===== src/rtl/core/canonical_huffman_bit_decoder_unit_macros.svh =====
//------------------------------------------------------------------------------
// Canonical Huffman bit decoder: assertion macros
// Concurrent checks used at the end of the top level.
//------------------------------------------------------------------------------
`ifndef CANONICAL_HUFFMAN_BIT_DECODER_UNIT_MACROS_SVH
`define CANONICAL_HUFFMAN_BIT_DECODER_UNIT_MACROS_SVH

// Same-cycle implication.
`define CHBD_ASSERT_NOW(label, clk, rst, ante, cons) \
   label: assert property (@(posedge clk) disable iff (rst) (ante) |-> (cons)) \
      else $error("chbd check failed");

// Next-cycle implication.
`define CHBD_ASSERT_NEXT(label, clk, rst, ante, cons) \
   label: assert property (@(posedge clk) disable iff (rst) (ante) |=> (cons)) \
      else $error("chbd check failed");

`endif


===== src/rtl/core/chbd_pkg.sv =====
//------------------------------------------------------------------------------
// Canonical Huffman bit decoder: shared package
// Field widths, action, state and status codes, table entry and memory port types.
//------------------------------------------------------------------------------
package chbd_pkg;

   localparam int COUNT_W    = 9;   // codes per length
   localparam int ACC_W      = 16;  // code accumulator and first codes
   localparam int OFS_W      = 9;   // symbol offsets
   localparam int LEN_W      = 5;   // bits taken, longest length
   localparam int LEN_ADDR_W = 4;   // length table address
   localparam int SYM_W      = 8;   // symbol byte
   localparam int SYM_ADDR_W = 8;   // symbol table address
   localparam int TOTAL_W    = 9;   // declared symbol total
   localparam int SUM_W      = 13;  // sum of up to 16 counts of 511
   localparam int SLOT_W     = 18;  // free code space, up to 2^17
   localparam int CODE_W     = 18;  // running canonical code
   localparam int POS_W      = 17;  // offset plus code distance
   localparam int STATUS_W   = 3;

   localparam logic [STATUS_W-1:0] STATUS_OK        = 3'd0;
   localparam logic [STATUS_W-1:0] STATUS_NOT_BUILT = 3'd1;
   localparam logic [STATUS_W-1:0] STATUS_MISSING   = 3'd2;
   localparam logic [STATUS_W-1:0] STATUS_MISMATCH  = 3'd3;
   localparam logic [STATUS_W-1:0] STATUS_NO_FIT    = 3'd4;

   typedef enum logic [1:0] {
      ACT_LOAD_COUNT  = 2'd0,
      ACT_LOAD_SYMBOL = 2'd1,
      ACT_BUILD       = 2'd2,
      ACT_DECODE      = 2'd3
   } act_type;

   typedef enum logic [2:0] {
      ST_IDLE,
      ST_LOAD,
      ST_BUILD_RD,
      ST_BUILD_WR,
      ST_BUILD_END,
      ST_LOOKUP,
      ST_SYMBOL
   } state_type;

   typedef struct packed {
      logic [COUNT_W-1:0] count;
      logic [ACC_W-1:0]   first;
      logic [OFS_W-1:0]   offset;
   } len_entry_type;

   typedef struct packed {
      logic                  wr_en;
      logic [LEN_ADDR_W-1:0] wr_addr;
      len_entry_type         wr_data;
      logic [LEN_ADDR_W-1:0] rd_addr;
   } len_port_type;

   typedef struct packed {
      logic                  wr_en;
      logic [SYM_ADDR_W-1:0] wr_addr;
      logic [SYM_W-1:0]      wr_data;
      logic [SYM_ADDR_W-1:0] rd_addr;
   } sym_port_type;

endpackage


===== src/rtl/core/chbd_len_table.sv =====
//------------------------------------------------------------------------------
// Canonical Huffman bit decoder: length table
// One entry per code length: count, first code and symbol offset.
// Registered read; an entry never written reads with a zero count.
//------------------------------------------------------------------------------
module chbd_len_table #(
   parameter int MAX_CODE_LENGTH = 16
) (
   input  logic                    clock,
   input  logic                    reset,
   input  chbd_pkg::len_port_type  len_port,
   output chbd_pkg::len_entry_type rd_entry
);

   localparam int LIDX_W = $clog2(MAX_CODE_LENGTH);

   chbd_pkg::len_entry_type len_mem [MAX_CODE_LENGTH];

   logic [MAX_CODE_LENGTH-1:0] valid_ff;
   logic [MAX_CODE_LENGTH-1:0] valid_in;
   logic                       rd_valid_ff;
   chbd_pkg::len_entry_type    rd_data_ff;
   logic [LIDX_W-1:0]          wr_idx;
   logic [LIDX_W-1:0]          rd_idx;

   assign wr_idx = len_port.wr_addr[LIDX_W-1:0];
   assign rd_idx = len_port.rd_addr[LIDX_W-1:0];

   always_comb begin
      valid_in = valid_ff;
      if (len_port.wr_en) begin
         valid_in[wr_idx] = 1'b1;
      end
   end

   always_ff @(posedge clock) begin
      if (reset) begin
         valid_ff    <= '0;
         rd_valid_ff <= 1'b0;
      end else begin
         valid_ff    <= valid_in;
         rd_valid_ff <= valid_ff[rd_idx];
      end
   end

   always_ff @(posedge clock) begin
      if (len_port.wr_en) begin
         len_mem[wr_idx] <= len_port.wr_data;
      end
      rd_data_ff <= len_mem[rd_idx];
   end

   always_comb begin
      rd_entry = rd_data_ff;
      if (!rd_valid_ff) begin
         rd_entry.count = '0;
      end
   end

endmodule


===== src/rtl/core/chbd_sym_mem.sv =====
//------------------------------------------------------------------------------
// Canonical Huffman bit decoder: symbol table
// Symbols in canonical order, one write and one registered read per cycle.
//------------------------------------------------------------------------------
module chbd_sym_mem #(
   parameter int MAX_SYMBOLS = 256
) (
   input  logic                        clock,
   input  chbd_pkg::sym_port_type      sym_port,
   output logic [chbd_pkg::SYM_W-1:0]  rd_data
);

   localparam int SIDX_W = $clog2(MAX_SYMBOLS);

   logic [chbd_pkg::SYM_W-1:0] sym_mem [MAX_SYMBOLS];
   logic [chbd_pkg::SYM_W-1:0] rd_data_ff;

   always_ff @(posedge clock) begin
      if (sym_port.wr_en) begin
         sym_mem[sym_port.wr_addr[SIDX_W-1:0]] <= sym_port.wr_data;
      end
      rd_data_ff <= sym_mem[sym_port.rd_addr[SIDX_W-1:0]];
   end

   assign rd_data = rd_data_ff;

endmodule


===== src/rtl/core/canonical_huffman_bit_decoder_unit.sv =====
//------------------------------------------------------------------------------
// Canonical Huffman bit decoder unit
// Request channel (req_*): one item per transfer, an action with its operands:
// load a length count, load a symbol, build the tables, or decode one bit.
// Response channel (rsp_*): exactly one result per request, in order.
// A new request is taken in the cycle after the response is written. A decode
// bit reads the length table and, when it completes a symbol, then the symbol
// table; both reads are registered. A build walks the length table, one read
// and one write per length.
// Reset clears the length counts and leaves the decoder unbuilt; symbols are
// undefined until loaded. A response held by rsp_stall stays in the output
// register; the next request is still taken and worked up to its result,
// which then waits until the output register frees.
//------------------------------------------------------------------------------
`include "canonical_huffman_bit_decoder_unit_macros.svh"

module canonical_huffman_bit_decoder_unit #(
   parameter int MAX_CODE_LENGTH = 16,
   parameter int MAX_SYMBOLS     = 256
) (
   input  logic                           clock,
   input  logic                           reset,
   input  logic                           req_valid,
   output logic                           req_stall,
   input  logic [1:0]                     req_action,
   input  logic [3:0]                     req_length_slot,
   input  logic [8:0]                     req_count_value,
   input  logic [7:0]                     req_symbol_index,
   input  logic [7:0]                     req_symbol_value,
   input  logic [8:0]                     req_symbol_total,
   input  logic                           req_code_bit,
   output logic                           rsp_valid,
   input  logic                           rsp_stall,
   output logic                           rsp_symbol_ready,
   output logic [7:0]                     rsp_decoded_symbol,
   output logic [chbd_pkg::STATUS_W-1:0]  rsp_status
);

   localparam int LIDX_W = $clog2(MAX_CODE_LENGTH);

   // control state
   chbd_pkg::state_type state_ff, state_in;
   logic                tables_ready_ff, ready_in;
   logic [chbd_pkg::ACC_W-1:0] acc_ff, acc_in;
   logic [chbd_pkg::LEN_W-1:0] bits_taken_ff, bits_in;
   logic [chbd_pkg::ACC_W-1:0] last_code_ff, last_in;
   logic [chbd_pkg::LEN_W-1:0] longest_ff, longest_in;

   // build walk
   logic [LIDX_W-1:0]           k_ff, k_in;
   logic [chbd_pkg::SUM_W-1:0]  sum_ff, sum_in;
   logic [chbd_pkg::SLOT_W-1:0] slots_ff, slots_in;
   logic [chbd_pkg::CODE_W-1:0] code_ff, code_in;
   logic                        nofit_ff, nofit_in;

   // symbol lookup
   logic [chbd_pkg::SYM_ADDR_W-1:0] pos_ff, pos_in;
   logic                            pos_ok_ff, pos_ok_in;

   // captured request
   chbd_pkg::act_type              act_ff;
   logic [3:0]                     slot_ff;
   logic [8:0]                     count_ff;
   logic [7:0]                     index_ff;
   logic [7:0]                     value_ff;
   logic [8:0]                     total_ff;
   logic                           bit_ff;

   // response register
   logic                          rsp_valid_ff, rsp_valid_in;
   logic                          rsp_ready_ff;
   logic [7:0]                    rsp_symbol_ff;
   logic [chbd_pkg::STATUS_W-1:0] rsp_status_ff;
   logic                          emit;
   logic                          emit_ready;
   logic [7:0]                    emit_symbol;
   logic [chbd_pkg::STATUS_W-1:0] emit_status;
   logic                          out_free;
   logic                          req_take;

   // memory ports
   chbd_pkg::len_port_type     len_port;
   chbd_pkg::len_entry_type    len_entry;
   chbd_pkg::sym_port_type     sym_port;
   logic [chbd_pkg::SYM_W-1:0] sym_data;

   // datapath terms
   logic [chbd_pkg::ACC_W-1:0]  acc_new;
   logic [chbd_pkg::LEN_W-1:0]  len_new;
   logic [chbd_pkg::ACC_W-1:0]  diff;
   logic                        hit;
   logic [chbd_pkg::POS_W-1:0]  pos;
   logic [chbd_pkg::LEN_W-1:0]  shamt;
   logic                        missing;
   logic [chbd_pkg::SLOT_W-1:0] n_slot;
   logic [chbd_pkg::CODE_W-1:0] code_plus;
   logic [chbd_pkg::CODE_W-1:0] code_last;
   logic                        mismatch;

   chbd_len_table #(
      .MAX_CODE_LENGTH(MAX_CODE_LENGTH)
   ) u_len_table (
      .clock    (clock),
      .reset    (reset),
      .len_port (len_port),
      .rd_entry (len_entry)
   );

   chbd_sym_mem #(
      .MAX_SYMBOLS(MAX_SYMBOLS)
   ) u_sym_mem (
      .clock    (clock),
      .sym_port (sym_port),
      .rd_data  (sym_data)
   );

   assign req_stall = (state_ff != chbd_pkg::ST_IDLE);
   assign req_take  = req_valid && !req_stall;
   assign out_free  = !rsp_valid_ff || !rsp_stall;

   // decode terms
   assign acc_new = {acc_ff[chbd_pkg::ACC_W-2:0], bit_ff};
   assign len_new = bits_taken_ff + chbd_pkg::LEN_W'(1);
   assign diff    = acc_new - len_entry.first;
   assign hit     = (len_entry.count != '0) && (acc_new >= len_entry.first) &&
                    (diff < chbd_pkg::ACC_W'(len_entry.count));
   assign pos     = chbd_pkg::POS_W'(len_entry.offset) + chbd_pkg::POS_W'(diff);
   assign shamt   = longest_ff - len_new;
   assign missing = (len_new >= longest_ff) || (acc_new > (last_code_ff >> shamt));

   // build terms
   assign n_slot    = chbd_pkg::SLOT_W'(len_entry.count);
   assign code_plus = code_ff + chbd_pkg::CODE_W'(len_entry.count);
   assign code_last = code_plus - chbd_pkg::CODE_W'(1);
   assign mismatch  = (sum_ff != chbd_pkg::SUM_W'(total_ff)) ||
                      (total_ff > chbd_pkg::TOTAL_W'(MAX_SYMBOLS));

   always_comb begin
      state_in    = state_ff;
      ready_in    = tables_ready_ff;
      acc_in      = acc_ff;
      bits_in     = bits_taken_ff;
      last_in     = last_code_ff;
      longest_in  = longest_ff;
      k_in        = k_ff;
      sum_in      = sum_ff;
      slots_in    = slots_ff;
      code_in     = code_ff;
      nofit_in    = nofit_ff;
      pos_in      = pos_ff;
      pos_ok_in   = pos_ok_ff;
      emit        = 1'b0;
      emit_ready  = 1'b0;
      emit_symbol = '0;
      emit_status = chbd_pkg::STATUS_OK;

      len_port.wr_en   = 1'b0;
      len_port.wr_addr = slot_ff;
      len_port.wr_data = '0;
      len_port.rd_addr = chbd_pkg::LEN_ADDR_W'(bits_taken_ff);
      sym_port.wr_en   = 1'b0;
      sym_port.wr_addr = index_ff;
      sym_port.wr_data = value_ff;
      sym_port.rd_addr = pos_ff;

      unique case (state_ff)
         chbd_pkg::ST_IDLE: begin
            if (req_valid) begin
               unique case (chbd_pkg::act_type'(req_action)) inside
                  chbd_pkg::ACT_LOAD_COUNT, chbd_pkg::ACT_LOAD_SYMBOL: begin
                     state_in = chbd_pkg::ST_LOAD;
                  end
                  chbd_pkg::ACT_BUILD: begin
                     k_in       = '0;
                     sum_in     = '0;
                     slots_in   = chbd_pkg::SLOT_W'(2);
                     code_in    = '0;
                     nofit_in   = 1'b0;
                     last_in    = '0;
                     longest_in = '0;
                     state_in   = chbd_pkg::ST_BUILD_RD;
                  end
                  chbd_pkg::ACT_DECODE: begin
                     state_in = chbd_pkg::ST_LOOKUP;
                  end
                  default: begin
                     state_in = chbd_pkg::ST_IDLE;
                  end
               endcase
            end
         end

         chbd_pkg::ST_LOAD: begin
            if (out_free) begin
               if (act_ff == chbd_pkg::ACT_LOAD_COUNT &&
                   {1'b0, slot_ff} < 5'(MAX_CODE_LENGTH)) begin
                  len_port.wr_en         = 1'b1;
                  len_port.wr_data.count = count_ff;
               end
               if (act_ff == chbd_pkg::ACT_LOAD_SYMBOL &&
                   {1'b0, index_ff} < 9'(MAX_SYMBOLS)) begin
                  sym_port.wr_en = 1'b1;
               end
               // any load invalidates the tables and drops a partial code
               ready_in = 1'b0;
               acc_in   = '0;
               bits_in  = '0;
               emit     = 1'b1;
               state_in = chbd_pkg::ST_IDLE;
            end
         end

         chbd_pkg::ST_BUILD_RD: begin
            len_port.rd_addr = chbd_pkg::LEN_ADDR_W'(k_ff);
            state_in         = chbd_pkg::ST_BUILD_WR;
         end

         chbd_pkg::ST_BUILD_WR: begin
            len_port.rd_addr        = chbd_pkg::LEN_ADDR_W'(k_ff);
            len_port.wr_en          = 1'b1;
            len_port.wr_addr        = chbd_pkg::LEN_ADDR_W'(k_ff);
            len_port.wr_data.count  = len_entry.count;
            len_port.wr_data.first  = chbd_pkg::ACC_W'(code_ff);
            len_port.wr_data.offset = chbd_pkg::OFS_W'(sum_ff);
            sum_in = sum_ff + chbd_pkg::SUM_W'(len_entry.count);
            if (!nofit_ff) begin
               if (n_slot > slots_ff) begin
                  nofit_in = 1'b1;
               end else begin
                  slots_in = (slots_ff - n_slot) << 1;
               end
            end
            if (len_entry.count != '0) begin
               last_in    = chbd_pkg::ACC_W'(code_last);
               longest_in = chbd_pkg::LEN_W'(k_ff) + chbd_pkg::LEN_W'(1);
            end
            code_in = code_plus << 1;
            if (k_ff == LIDX_W'(MAX_CODE_LENGTH - 1)) begin
               state_in = chbd_pkg::ST_BUILD_END;
            end else begin
               k_in     = k_ff + LIDX_W'(1);
               state_in = chbd_pkg::ST_BUILD_RD;
            end
         end

         chbd_pkg::ST_BUILD_END: begin
            if (out_free) begin
               if (mismatch) begin
                  emit_status = chbd_pkg::STATUS_MISMATCH;
               end else if (nofit_ff) begin
                  emit_status = chbd_pkg::STATUS_NO_FIT;
               end
               ready_in = !mismatch && !nofit_ff;
               acc_in   = '0;
               bits_in  = '0;
               emit     = 1'b1;
               state_in = chbd_pkg::ST_IDLE;
            end
         end

         chbd_pkg::ST_LOOKUP: begin
            if (!tables_ready_ff) begin
               if (out_free) begin
                  emit_status = chbd_pkg::STATUS_NOT_BUILT;
                  emit        = 1'b1;
                  state_in    = chbd_pkg::ST_IDLE;
               end
            end else if (hit) begin
               // start the symbol read now; the result goes out from ST_SYMBOL once the output register is free
               sym_port.rd_addr = chbd_pkg::SYM_ADDR_W'(pos);
               pos_in           = chbd_pkg::SYM_ADDR_W'(pos);
               pos_ok_in        = pos < chbd_pkg::POS_W'(MAX_SYMBOLS);
               state_in         = chbd_pkg::ST_SYMBOL;
            end else if (out_free) begin
               if (missing) begin
                  emit_status = chbd_pkg::STATUS_MISSING;
                  ready_in    = 1'b0;
                  acc_in      = '0;
                  bits_in     = '0;
               end else begin
                  acc_in  = acc_new;
                  bits_in = len_new;
               end
               emit     = 1'b1;
               state_in = chbd_pkg::ST_IDLE;
            end
         end

         chbd_pkg::ST_SYMBOL: begin
            if (out_free) begin
               emit_ready  = 1'b1;
               emit_symbol = pos_ok_ff ? sym_data : '0;
               acc_in      = '0;
               bits_in     = '0;
               emit        = 1'b1;
               state_in    = chbd_pkg::ST_IDLE;
            end
         end

         default: begin
            state_in = chbd_pkg::ST_IDLE;
         end
      endcase
   end

   assign rsp_valid_in = emit ? 1'b1 : (rsp_stall ? rsp_valid_ff : 1'b0);

   always_ff @(posedge clock) begin
      if (reset) begin
         state_ff        <= chbd_pkg::ST_IDLE;
         tables_ready_ff <= 1'b0;
         acc_ff          <= '0;
         bits_taken_ff   <= '0;
         last_code_ff    <= '0;
         longest_ff      <= '0;
         k_ff            <= '0;
         sum_ff          <= '0;
         slots_ff        <= '0;
         code_ff         <= '0;
         nofit_ff        <= 1'b0;
         pos_ok_ff       <= 1'b0;
         rsp_valid_ff    <= 1'b0;
      end else begin
         state_ff        <= state_in;
         tables_ready_ff <= ready_in;
         acc_ff          <= acc_in;
         bits_taken_ff   <= bits_in;
         last_code_ff    <= last_in;
         longest_ff      <= longest_in;
         k_ff            <= k_in;
         sum_ff          <= sum_in;
         slots_ff        <= slots_in;
         code_ff         <= code_in;
         nofit_ff        <= nofit_in;
         pos_ok_ff       <= pos_ok_in;
         rsp_valid_ff    <= rsp_valid_in;
      end
   end

   // payload registers
   always_ff @(posedge clock) begin
      pos_ff <= pos_in;
      if (req_take) begin
         act_ff   <= chbd_pkg::act_type'(req_action);
         slot_ff  <= req_length_slot;
         count_ff <= req_count_value;
         index_ff <= req_symbol_index;
         value_ff <= req_symbol_value;
         total_ff <= req_symbol_total;
         bit_ff   <= req_code_bit;
      end
      if (emit) begin
         rsp_ready_ff  <= emit_ready;
         rsp_symbol_ff <= emit_symbol;
         rsp_status_ff <= emit_status;
      end
   end

   assign rsp_valid          = rsp_valid_ff;
   assign rsp_symbol_ready   = rsp_ready_ff;
   assign rsp_decoded_symbol = rsp_symbol_ff;
   assign rsp_status         = rsp_status_ff;

   `CHBD_ASSERT_NEXT(a_take_leaves_idle, clock, reset, req_take,
                     state_ff != chbd_pkg::ST_IDLE)
   `CHBD_ASSERT_NOW(a_partial_below_longest, clock, reset, tables_ready_ff,
                    bits_taken_ff == '0 || bits_taken_ff < longest_ff)
   `CHBD_ASSERT_NOW(a_unbuilt_no_partial, clock, reset, !tables_ready_ff,
                    bits_taken_ff == '0 && acc_ff == '0)
   `CHBD_ASSERT_NOW(a_symbol_status_ok, clock, reset, rsp_valid && rsp_symbol_ready,
                    rsp_status == chbd_pkg::STATUS_OK)

endmodule

===== config.mk =====
export PLATFORM = sky130hd
export DESIGN_NAME = canonical_huffman_bit_decoder_unit
export DESIGN_NICKNAME = d
export VERILOG_FILES = /design/src/rtl/core/chbd_pkg.sv /design/src/rtl/core/chbd_len_table.sv /design/src/rtl/core/chbd_sym_mem.sv /design/src/rtl/core/canonical_huffman_bit_decoder_unit.sv
export VERILOG_INCLUDE_DIRS = /design/src /design/src/rtl/core
export SDC_FILE = /design/constraint.sdc
export NUM_CORES = 2
export LEC_CHECK = 0
export BUFFER_PORTS_ARGS = -buffer_cell sky130_fd_sc_hd__buf_2
export CORE_MARGIN = 2
export CORE_UTILIZATION = 50
export CTS_BUF_LIST = sky130_fd_sc_hd__clkbuf_4 sky130_fd_sc_hd__clkbuf_8
export CTS_CLUSTER_SIZE = 25
export DETAILED_ROUTE_END_ITERATION = 8
export GPL_TIMING_DRIVEN = 1
export PLACE_DENSITY = 0.65
export SETUP_SLACK_MARGIN = 0.05
export SYNTH_ARGS = -nofsm -noshare
export SYNTH_HDL_FRONTEND = slang
export SYNTH_SLANG_ARGS = --single-unit

===== constraint.sdc =====
create_clock -name clock -period 9.57 [get_ports clock]
set_clock_uncertainty 0.05 [all_clocks]
set_input_delay 1.4355 -clock clock [delete_from_list [all_inputs] [get_ports clock]]
set_output_delay 1.4355 -clock clock [all_outputs]
set_load 0.1 [all_outputs]

======== Word-level counts from Yosys, hierarchy flattened ========
Memory sizes are Yosys's and may differ from the RTL's. A register that Yosys moved wholly into a read port is not among the register bits.
Index checks and enable logic that the tools add are counted.
operators by class
  add/sub/neg operators ................... 10
  order comparisons ....................... 10
  eq/ne operators ......................... 25
  shift operators ......................... 1
  muxes and demuxes ....................... 93
  bitwise gates (word level) .............. 1
  reduce and logical (&&, ||, !) cells .... 32
operator list
  operator             number
  $mux 16              5
  $mux 15              5
  $mux 18              4
  $pmux 16 s2          2
  $mux 5               8
  $pmux 18 s2          1
  $pmux 15 s2          1
  $mux 1               27
  $mux 3               9
  $mux 9               3
  $mux 13              2
  $pmux 13 s2          1
  $mux 25              1
  $mux 8               3
  $ne 2x2->1 const B   11
  $mux 4               5
  $pmux 5 s2           2
  $gt 9x18->1          1
  $pmux 9 s2           1
  $add 9x16->17        1
  $lt 17x9->1 const B  1
  $sub 17x9->17        1
  $add 16x9->16        1
  $ge 16x16->1         1
  45 further kinds     75
word-level totals
  flip-flop bits (word level) ............. 177
  RAM bits ................................ 2,592
  bits of input ports ..................... 45
  output and inout port bits .............. 14
  word-level logic and storage cells ...... 200
  memories kept ........................... 2
memories
  memory               words  bits a word  read ports  clocked after Yosys merged registers in  write ports  line                  RTL
  u_sym_mem.sym_mem    256    8            1           1                                        1            chbd_sym_mem.sv:15    logic [chbd_pkg::SYM_W-1:0] sym_mem [MAX_SYMBOLS];
  u_len_table.len_mem  16     34           1           1                                        1            chbd_len_table.sv:17  chbd_pkg::len_entry_type len_mem [MAX_CODE_LENGTH];

======== Depth between registers and ports, before layout ========
  depth in word-level cells ............... 10
  gate-level depth with buffers ........... 27
  mapped depth without buffers ............ 25

======== Modules after synthesis ========
Synthesis repeated with hierarchy kept, for this count alone.
second synthesis, totals
  cell total of the unflattened synthesis .. 5,921
  area total of the unflattened synthesis .. 112,195.1 µm²
modules (own cells, without submodules)
  module                              instances  cells an instance  area each (µm²)  seq. area each (µm²)
  chbd_sym_mem                        1          3,733              79,556.3         61,659.1
  chbd_len_table                      1          955                21,938.5         17,356.6
  canonical_huffman_bit_decoder_unit  1          1,233              10,700.3         3,693.5

======== Worst setup path before layout ========
Ideal clock, no wire load.
  path type ............................... register -> register
  start ................................... register acc_ff[0] (netlist name)
  end ..................................... register u_sym_mem.rd_data_ff (netlist bit u_sym_mem.rd_data[3]), read port of u_sym_mem.sym_mem
  library setup time ...................... 0.134 ns
  data arrival time ....................... 5.520 ns
  required time ........................... 9.386 ns
  setup slack ............................. 3.866 ns
  cell stages (with the launch flop) ...... 21
  buffers on the path ..................... 1
  period minus slack after synthesis ...... 5.704 ns
  cell sequence ........................... dfxtp_1 -> inv_1 -> ha_1 -> fa_1 -> nor2b_1 -> o2111a_1 -> nor2_2 -> xnor2_1 -> ha_1 -> and3_1 -> a221oi_1 -> o211ai_1 -> nand4b_1 -> nor4_4 -> mux2i_4 -> buf_2 -> mux4_2 -> a2111oi_0 -> o21ai_1 -> and4_1 -> or4_1
on the way
  longest elaborated chain between the ends .. 6
  elaborated cells on any way between the ends .. 9
  those cells by class .................... add/sub: 2; order compare: 2; mux: 3; reduce/logical: 2
ends and longest elaborated chain
  element                                           line                                                                                  RTL
  start: declaration                                canonical_huffman_bit_decoder_unit.sv:44                                              logic [chbd_pkg::ACC_W-1:0] acc_ff, acc_in;
  start signal: assignment                          canonical_huffman_bit_decoder_unit.sv:326                                             acc_ff <= acc_in;
  $sub 16x16->16 or $ge 16x16->1 (tied branches)    canonical_huffman_bit_decoder_unit.sv:124, canonical_huffman_bit_decoder_unit.sv:125
  $lt 16x9->1 or $logic_and 1x1->1 (tied branches)  canonical_huffman_bit_decoder_unit.sv:126, canonical_huffman_bit_decoder_unit.sv:125
  $logic_and 1x1->1                                 canonical_huffman_bit_decoder_unit.sv:125                                             assign hit = (len_entry.count != '0) && (acc_new >= len_entry.first) &&
  $mux 8 *                                          -
  $mux 8 *                                          canonical_huffman_bit_decoder_unit.sv:262                                             if (!tables_ready_ff) begin
  $mux 8 *                                          -
  end: declaration                                  chbd_sym_mem.sv:16                                                                    logic [chbd_pkg::SYM_W-1:0] rd_data_ff;
Mark *: on every way between the ends. The rest lies on a longest branch, timed or not.
A chain may end at the register's enable or synchronous reset.

======== Final worst setup path ========
  start ................................... register acc_ff[0] (netlist name)
  end ..................................... register u_sym_mem.rd_data_ff (netlist bit u_sym_mem.rd_data[0]), read port of u_sym_mem.sym_mem
Same word-level chain as after synthesis.

==> out/results.ini <==
[grt]
grt_pass1_wl_um=454000
grt_pass1_vias=67500
grt_max_degree=192
gr-total-overflow=0
grt_antenna_before_repair=16
grtUsageTotal_pct=26.7

[route]
routed_via_density=6.12
wl_met3_um=33100
wl_met2_um=141000
wl_per_cell_um=27.3
drt-met1-wl_um=126000
drtIter0Drc=9169
drcViolationCount=0
dr_total_vias=69900
routed.top_layer=met5
antenna_left=0
wl_um=311000
dr.pass1.iters=6

[timing]
period_share_pct=82.6
maxSlewViolCount=0
fmax_mhz=126
min_period_ns=7.91
maxSlewHeadroom_pct=11.9
finalSetupTns_ns=0
grt_setup_unrepaired=no
hold_viol_final=0
worst_slew_pin_slew_ns=1.29
whs_ns=0.417
setup_viol=0
worst_slack_ns=1.66

[finish]
fillers=17700
seqCellArea_um2=82200
nets=8209
postLayoutCellArea_um2=125000
drive_gt1_share_pct=14.4
final_util_pct=55.8
areaGrowthSynthToFinish_pct=11.3
multi_input_area_um2=28500

[power]
ir_drop_uv=173
p_comb_share_pct=2.1
internal_power_w=0.0190
seqPwrFrac_pct=56.0
p_leak_nw=42.5
p_sw_w=0.00513
switching_share_pct=21.3
p_per_area_nw_per_um2=192
p_clk_share_pct=41.9

[synthesis]
synth_xor_area_share_pct=0.614
synth_top_cell_area_share_pct=70.1
yosys.area_share.simple_pct=11.3
yosys-top-cells-count=2629 x edfxtp_1, 1586 x nand2_1, 527 x nand3_1
synth_most_common_cell=edfxtp_1
syn_area_um2=113000
synth_area_leaders=edfxtp_1 70%, nand2_1 5.3%, mux4_2 3.5%
synth_top_area_cell=edfxtp_1
synthCells=7896
async_reset_ff_share_pct=0
synth-edff-count=2629
yosys-mux-area-fraction_pct=5.92
synth.net_count=8036
ys_warn_count=0
ys_seq_area_share_pct=73.0
ys_types=88
synth_compound_area_share_pct=5.98
synth_ff_type=edfxtp_1
synth_top_family_by_area=simple AND/OR/NAND/NOR gates
avgSynthCellArea_um2=14.3
ys_ff_latch=2792
synthAdderAreaFrac_pct=1.10

[placement]
gp_congestion=0.886
place_hpwl_um=179000
placed_area_um2=117000
port_buffers=58
post-place-ws_ns=1.91

[worst_setup_path]
crit_required_ns=10.53
start_kind=register
path_class=register to register
r2r_slack_ns=1.66
critPathCaptureType=register
worst-path-max-fanout=124
reg2reg_depth=22
crit_arrival_ns=8.86

[floorplan]
fp.dieArea_um2=229000
die_w_um=479
ioPinCount=59
start_util_pct=50.2
coreArea_um2=224000
chipHeight_um=479
placementRows=174

[clocking]
numCtsBuffers=452
post_cts.repair.setup_buffers=0
cts_resized=0
cts_tree=done
clk_pin_slew_ns=0.06
root_buffer=clkbuf_8
cts_hold_buf=0
clk_path_buf_depth=4
htree_levels=5
cts_sinks=2792
clk_latency_ns=1.14

[flow_run]
cap_violations=0

[worst_hold_path]
min_path_type=input pin to register
hold_depth=1

[outcome]
outcome=finished clean

-- worst paths after layout --
kind / startpoint / end
worst max-delay path: acc_ff[0] / u_sym_mem.rd_data[0]
worst min-delay path: req_symbol_value[0] / value_ff[0]
worst max register to register: acc_ff[0] / u_sym_mem.rd_data[0]
worst min register to register: u_len_table.valid_ff[5] / u_len_table.valid_ff[5]
-- placed cells by master, fill, tap and decap left out, types with 21 or more instances in the layout --
cell type,netlist,layout
a31oi_1,198,194
a22oi_1,22,22
a2111oi_0,68,68
inv_1,90,90
buf_4,1,123
nand4_1,53,53
mux2_2,36,36
clkbuf_4,0,153
o21ai_0,50,49
a21o_1,32,32
clkbuf_8,0,487
ha_1,89,89
a311oi_1,34,34
xnor2_1,61,61
buf_2,131,57
dfxtp_1,163,163
o211ai_1,35,35
nor2_1,423,402
clkinv_1,1,95
a211oi_1,59,59
and2_1,40,39
a32oi_1,35,35
nand2_1,1586,1577
nor3_1,39,38
mux4_2,175,175
nand3_1,527,521
and3_1,121,121
mux2i_1,228,223
edfxtp_1,2629,2629
a32o_1,22,22
o2111ai_1,32,32
buf_12,0,25
a21oi_1,237,236
nor2b_1,22,21
clkinv_2,0,61
nor4_1,31,31
or3_1,27,27
-- layer usage --
layer / vias up / global-route usage (%)
met5: - / 0.746
met4: 8 / 9.83
met3: 619 / 5.91
met2: 3839 / 40.4
met1: 35100 / 38.2
li1: 30300 / -
-- power by group through the flow --
stage	sequential, W	clock [W]	combinational, W
finish	0.0135	0.0101	0.000511
global route	0.0135	0.0107	0.000534
CTS	0.0135	0.0102	0.000507
detailed placement	0.0137	0	0.000506
global placement	0.0137	0	0.000493
floorplan	0.0139	0	0.000110
-- stage by stage --
| step | power (W) | cells |
|---|---|---|
| final | 0.0241 | 11400 |
| after global routing | 0.0247 | 11400 |
| after CTS | 0.0242 | 11400 |
| after detailed placement | 0.0142 | 10600 |
| after global placement | 0.0142 | 10600 |
| after floorplan | 0.0140 | 7896 |
-- worst max-delay path, stage by stage, from the launching register on --
cell and delay, ns:
dfxtp_1 0.36, inv_1 0.07, ha_1 0.21, fa_1 0.40
nor2b_1 0.23, o2111a_1 0.24, nor2_2 0.07, xnor2_1 0.20
ha_1 0.28, and3_1 0.20, a221oi_1 0.28, o211ai_1 0.15
nand4b_1 0.37, nor4_4 0.32, buf_4 0.31, mux2i_4 0.59
buf_12 0.48, nor2_4 0.38, buf_4 0.35, a2111oi_0 1.14
a31oi_1 0.23, and4_1 0.41, or4_1 0.44
-- final cells by class --
type / count / share of cell area (%)
Timing Repair Buffer: 205 / 1.36
Inverter: 94 / 0.300
Antenna cell: 5 / 0.00998
Multi-Input combinational cell: 4524 / 22.7
Clock buffer: 640 / 6.26
Clock inverter: 170 / 0.745
Tap cell: 2992 / 2.99
Sequential cell: 2792 / 65.6
-- flip-flops by register name (all words and copies together) (netlist names), 4 cells and up --
name / cells
longest_ff: 5
slots_ff: 17
value_ff: 8
k_ff: 4
count_ff: 9
slot_ff: 4
code_ff: 15
u_len_table.valid_ff: 16
bits_taken_ff: 5
rsp_decoded_symbol: 8
pos_ff: 8
u_len_table.len_mem: 528
u_len_table.rd_data_ff: 9
u_sym_mem.sym_mem: 2048
acc_ff: 15
last_code_ff: 16
index_ff: 8
total_ff: 9
sum_ff: 13
u_sym_mem.rd_data: 8
u_len_table.rd_entry: 24
-- cell families (layout without fill, tap and decap cells) --
| family | Yosys count | after routing |
|---|---|---|
| xor gates and xnor gates | 79 | 79 |
| other | 0 | 5 |
| and+or+nand+nor | 2935 | 2935 |
| adders and majority gates | 96 | 96 |
| AOI/OAI and AO/OA | 973 | 973 |
| DFF | 2792 | 2792 |
| muxes | 441 | 441 |
| buffers and inverters | 580 | 1109 |
No activity file was read; power rests on OpenSTA's default activity.
